### config.mk
export PLATFORM = sky130hd
export DESIGN_NAME = blh_ram
export DESIGN_NICKNAME = d
export VERILOG_FILES = /design/src/hw/rtl/blh_ram.sv
export SDC_FILE = /design/constraint.sdc
export NUM_CORES = 2
export LEC_CHECK = 0
export BUFFER_PORTS_ARGS = -buffer_cell sky130_fd_sc_hd__clkbuf_2
export CORE_UTILIZATION = 35
export CTS_BUF_LIST = sky130_fd_sc_hd__clkbuf_2 sky130_fd_sc_hd__clkbuf_4 sky130_fd_sc_hd__clkbuf_8
export CTS_CLUSTER_SIZE = 30
export DETAILED_ROUTE_END_ITERATION = 6
export GPL_TIMING_DRIVEN = 0
export PLACE_DENSITY_LB_ADDON = 0.12
export SYNTH_ARGS = -nofsm -noshare
export SYNTH_HDL_FRONTEND = slang
export SYNTH_SLANG_ARGS = --single-unit
### constraint.sdc
create_clock -name clk -period 3.7 [get_ports clk]
set_clock_uncertainty 0.1 [all_clocks]
set_input_delay 0.37 -clock clk [delete_from_list [all_inputs] [get_ports clk]]
set_output_delay 0.37 -clock clk [all_outputs]
set_load 0.02 [all_outputs]
### src/hw/rtl/blh_ram.sv
// Generic single-write, single-read RAM with a registered, enabled read port.
// Stands alone; used by the top level for the fill counts and the link store.
module blh_ram #(
	parameter int unsigned WIDTH  = 8,
	parameter int unsigned DEPTH  = 256,
	parameter int unsigned ADDR_W = $clog2(DEPTH)
) (
	input  logic              clk,
	input  logic              wr_en,
	input  logic [ADDR_W-1:0] wr_addr,
	input  logic [WIDTH-1:0]  wr_data,
	input  logic              rd_en,
	input  logic [ADDR_W-1:0] rd_addr,
	output logic [WIDTH-1:0]  rd_data
);

	logic [WIDTH-1:0] mem_q [DEPTH];
	logic [WIDTH-1:0] rd_data_q;

	// Write port.
	always_ff @(posedge clk) begin
		if (wr_en) begin
			mem_q[wr_addr] <= wr_data;
		end
	end

	// Read port; the data holds until the next enabled read.
	always_ff @(posedge clk) begin
		if (rd_en) begin
			rd_data_q <= mem_q[rd_addr];
		end
	end

	assign rd_data = rd_data_q;

endmodule

==> flow_metrics.py <==
metrics = {
    "run_status": {
        "run_status": "finished with violations",
        "violations": "max-capacitance violations, negative setup slack",
    },
    "placed_design": {
        "place_ws_ns": -2.34,
        "post_dp_cell_area_mm2": 0.0842,
        "numPortBuffers": 27,
        "dpl.cell_count": 6780,
        "gp_congestion": 0.854,
        "dp_hpwl_um": 184000,
    },
    "floorplan": {
        "die-area_mm2": 0.229,
        "die_w_um": 479,
        "start_util_pct": 35.3,
        "rows": 174,
        "ios": 35,
        "core_mm2": 0.226,
        "die_h_um": 479,
    },
    "power_and_ir_drop": {
        "irDropWorstVdd_uv": 380,
        "p_per_area_mw_per_mm2": 533,
        "p_leak_nw": 28.1,
        "p_total_mw": 48.5,
    },
    "global_routing": {
        "grt_pass1_wl_um": 369000,
        "grt_max_degree": 132,
        "grt_pass1_vias": 42500,
        "grt.total_usage_pct": 23.9,
        "gr-total-overflow": 0,
        "antenna_found_initial": 26,
    },
    "cells_and_area": {
        "instances_no_fill": 7424,
        "multi_input_area_mm2": 0.0165,
        "layout-drive-gt1-share_pct": 27.4,
        "postLayoutCoreUtil_pct": 40.4,
        "design_area_mm2": 0.0911,
        "nets": 4184,
        "num-fill-cells": 20300,
        "regArea_mm2": 0.0617,
        "area_growth_syn_to_layout_pct": 14.3,
    },
    "worst_setup_path": {
        "crit_type": "in -> reg",
        "required_ns": 4.36,
        "path_cells": "clkbuf_2, clkbuf_1, clkdlybuf4s15_1, a21oi_1, a21oi_1, nor4_2, nor4_2",
        "critPathArrivalTime_ns": 4.63,
        "critPathCaptureType": "flop",
        "path_delay_family": "buffers and inverters",
        "cp-start-kind": "input port",
        "cp_num_buf_inv": 3,
        "critPathMaxFanout": 10,
        "crit_slowest_cell": "clkdlybuf4s15_1",
        "slowest_delay_ns": 1.01,
    },
    "synthesis": {
        "synth_cell_types": 54,
        "seq_area_frac_synth_pct": 77.5,
        "ys_warn_count": 0,
        "synthCells": 3733,
        "syn_area_mm2": 0.0796,
        "syn_area_per_cell_um2": 21.3,
        "ys_seq_elements": 2056,
        "ys.flop_type": "edfxtp_1",
        "syn_nets": 3760,
        "synthArstFlopShare_pct": 0,
        "synth_edf_count": 2056,
    },
    "sta": {
        "finalSetupViolCount": 8,
        "slew_headroom_pct": 1.48,
        "slew_viol_final": 0,
        "fmax_ghz": 0.252,
        "min_period_ns": 3.97,
        "hold_slack_ns": 0.0945,
        "fin_setup_tns_ns": -0.988,
        "max_slew.worst_pin.slew_ns": 1.47,
        "finalHoldViolCount": 0,
        "grt_setup_unrepaired": "false",
        "min_period_over_period_pct": 107,
        "setup_slack_ns": -0.270,
    },
    "clocking": {
        "post_cts.repair.setup_buffers": 0,
        "cts.sinks": 2056,
        "clk_latency_ns": 1.09,
        "cts_tree": "built",
        "clockBufferDepth": 4,
        "root_buffer": "clkbuf_8",
        "path_clk_slew_ns": 0.06,
        "cts-htree-levels": 5,
        "cts_buffers": 359,
    },
    "drt": {
        "via_per_inst": 5.68,
        "dr_total_vias": 42200,
        "ant_nets": 0,
        "first_pass_iters": 6,
        "drt-initial-drc-count": 5411,
        "routedWlPerCell_um": 37.0,
        "drt_wl_total_um": 275000,
        "drc": 0,
    },
    "hold_path": {
        "hold_class": "in -> reg",
    },
    "job": {
        "cap_violations": 1,
    },
}
tightest hold or removal path, stage by stage:
cell	delay (ns)
clkbuf_2	0.16
nand4_1	0.27
nor2_1	0.25
registers in the layout (all words and copies together) (netlist names):
name	flops
mem_q	2048
rd_data	8
kinds of logic after synthesis:
kind of cell	share of synthesized area (%)
buffers and inverters	1.83
AO/OA/AOI/OAI	3.42
multiplexers	14.6
AND/OR/NAND/NOR	2.63
flip-flops	77.5
what timing repair did:
| action | in CTS | in global routing |
|---|---|---|
| setup endpoints to repair | 8 | 3 |
| endpoints found under the hold margin | 918 | 0 |
| resized for setup | 32 | 8 |
| hold buffers | 9 | 0 |
final timing paths:
kind	startpoint	to	slack, ns	cells after the start
setup / recovery	rd_addr[3]	rd_data[0]$_DFFE_PP_	-0.27	7
hold / removal	wr_addr[6]	mem_q[197][0]$_DFFE_PP_	0.09	3
setup reg to reg	mem_q[211][5]$_DFFE_PP_	rd_data[5]$_DFFE_PP_	0.22	8
hold reg to reg	mem_q[190][1]$_DFFE_PP_	rd_data[1]$_DFFE_PP_	1.05	5
layer usage:
layer  global-route usage [%]  up-vias  part of all wire [%]  wire length, µm
li1                         -    16700                     -                -
met2                     37.1     2012                    46           128000
met1                     33.4    23100                    42           117000
met4                     8.05        2                   3.3             9040
met3                     5.01      438                   7.8            21400
met5                        0        -                0.0040               11
report_power, final:
part           switching (mW)  internal, mW  leakage (nW)
registers              0.0259          25.7          18.5
logic                    2.09         0.860          6.11
clock network            9.36          10.5          3.48
area by class of cell:
type,count,area share [%]
clock buffers,486,6.52
inverters,2,0.00825
multi-input cells,1442,18.2
plain buffers,231,1.67
flip-flops and latches,2056,67.8
clock inverters,135,0.686
diodes,15,0.0412
well taps,2992,4.11
repair buffers,65,0.994
cell usage after synthesis, drive strengths merged, types with 12 or more instances:
cell type / number / area (µm²)
buf: 122 / 1030
nand2: 33 / 124
a211oi: 16 / 120
mux4: 456 / 10300
nor2: 282 / 1060
o221ai: 47 / 418
o21ai: 12 / 60.1
nor4: 27 / 188
nor3: 22 / 110
edfxtp: 2056 / 61700
nor2b: 31 / 194
a21oi: 96 / 480
mux2i: 134 / 1340
o22ai: 28 / 175
a221oi: 14 / 129
clkbuf: 111 / 417
a22oi: 133 / 998
nand3: 34 / 170
cell usage in the layout (no fill, tap or decap), types with 28 or more instances in the layout:
| cell | n |
|---|---|
| mux2i_1 | 134 |
| nand2_1 | 33 |
| nor2b_1 | 31 |
| a22oi_1 | 133 |
| nor2_1 | 281 |
| o22ai_1 | 28 |
| edfxtp_1 | 2056 |
| clkbuf_4 | 120 |
| nand3_1 | 34 |
| a21oi_1 | 96 |
| clkbuf_8 | 374 |
| mux4_2 | 454 |
| o221ai_1 | 46 |
| clkinv_1 | 100 |
| buf_2 | 40 |
| clkbuf_1 | 69 |
| clkbuf_2 | 60 |
| buf_4 | 29 |
(Power assumes the default switching activity.)
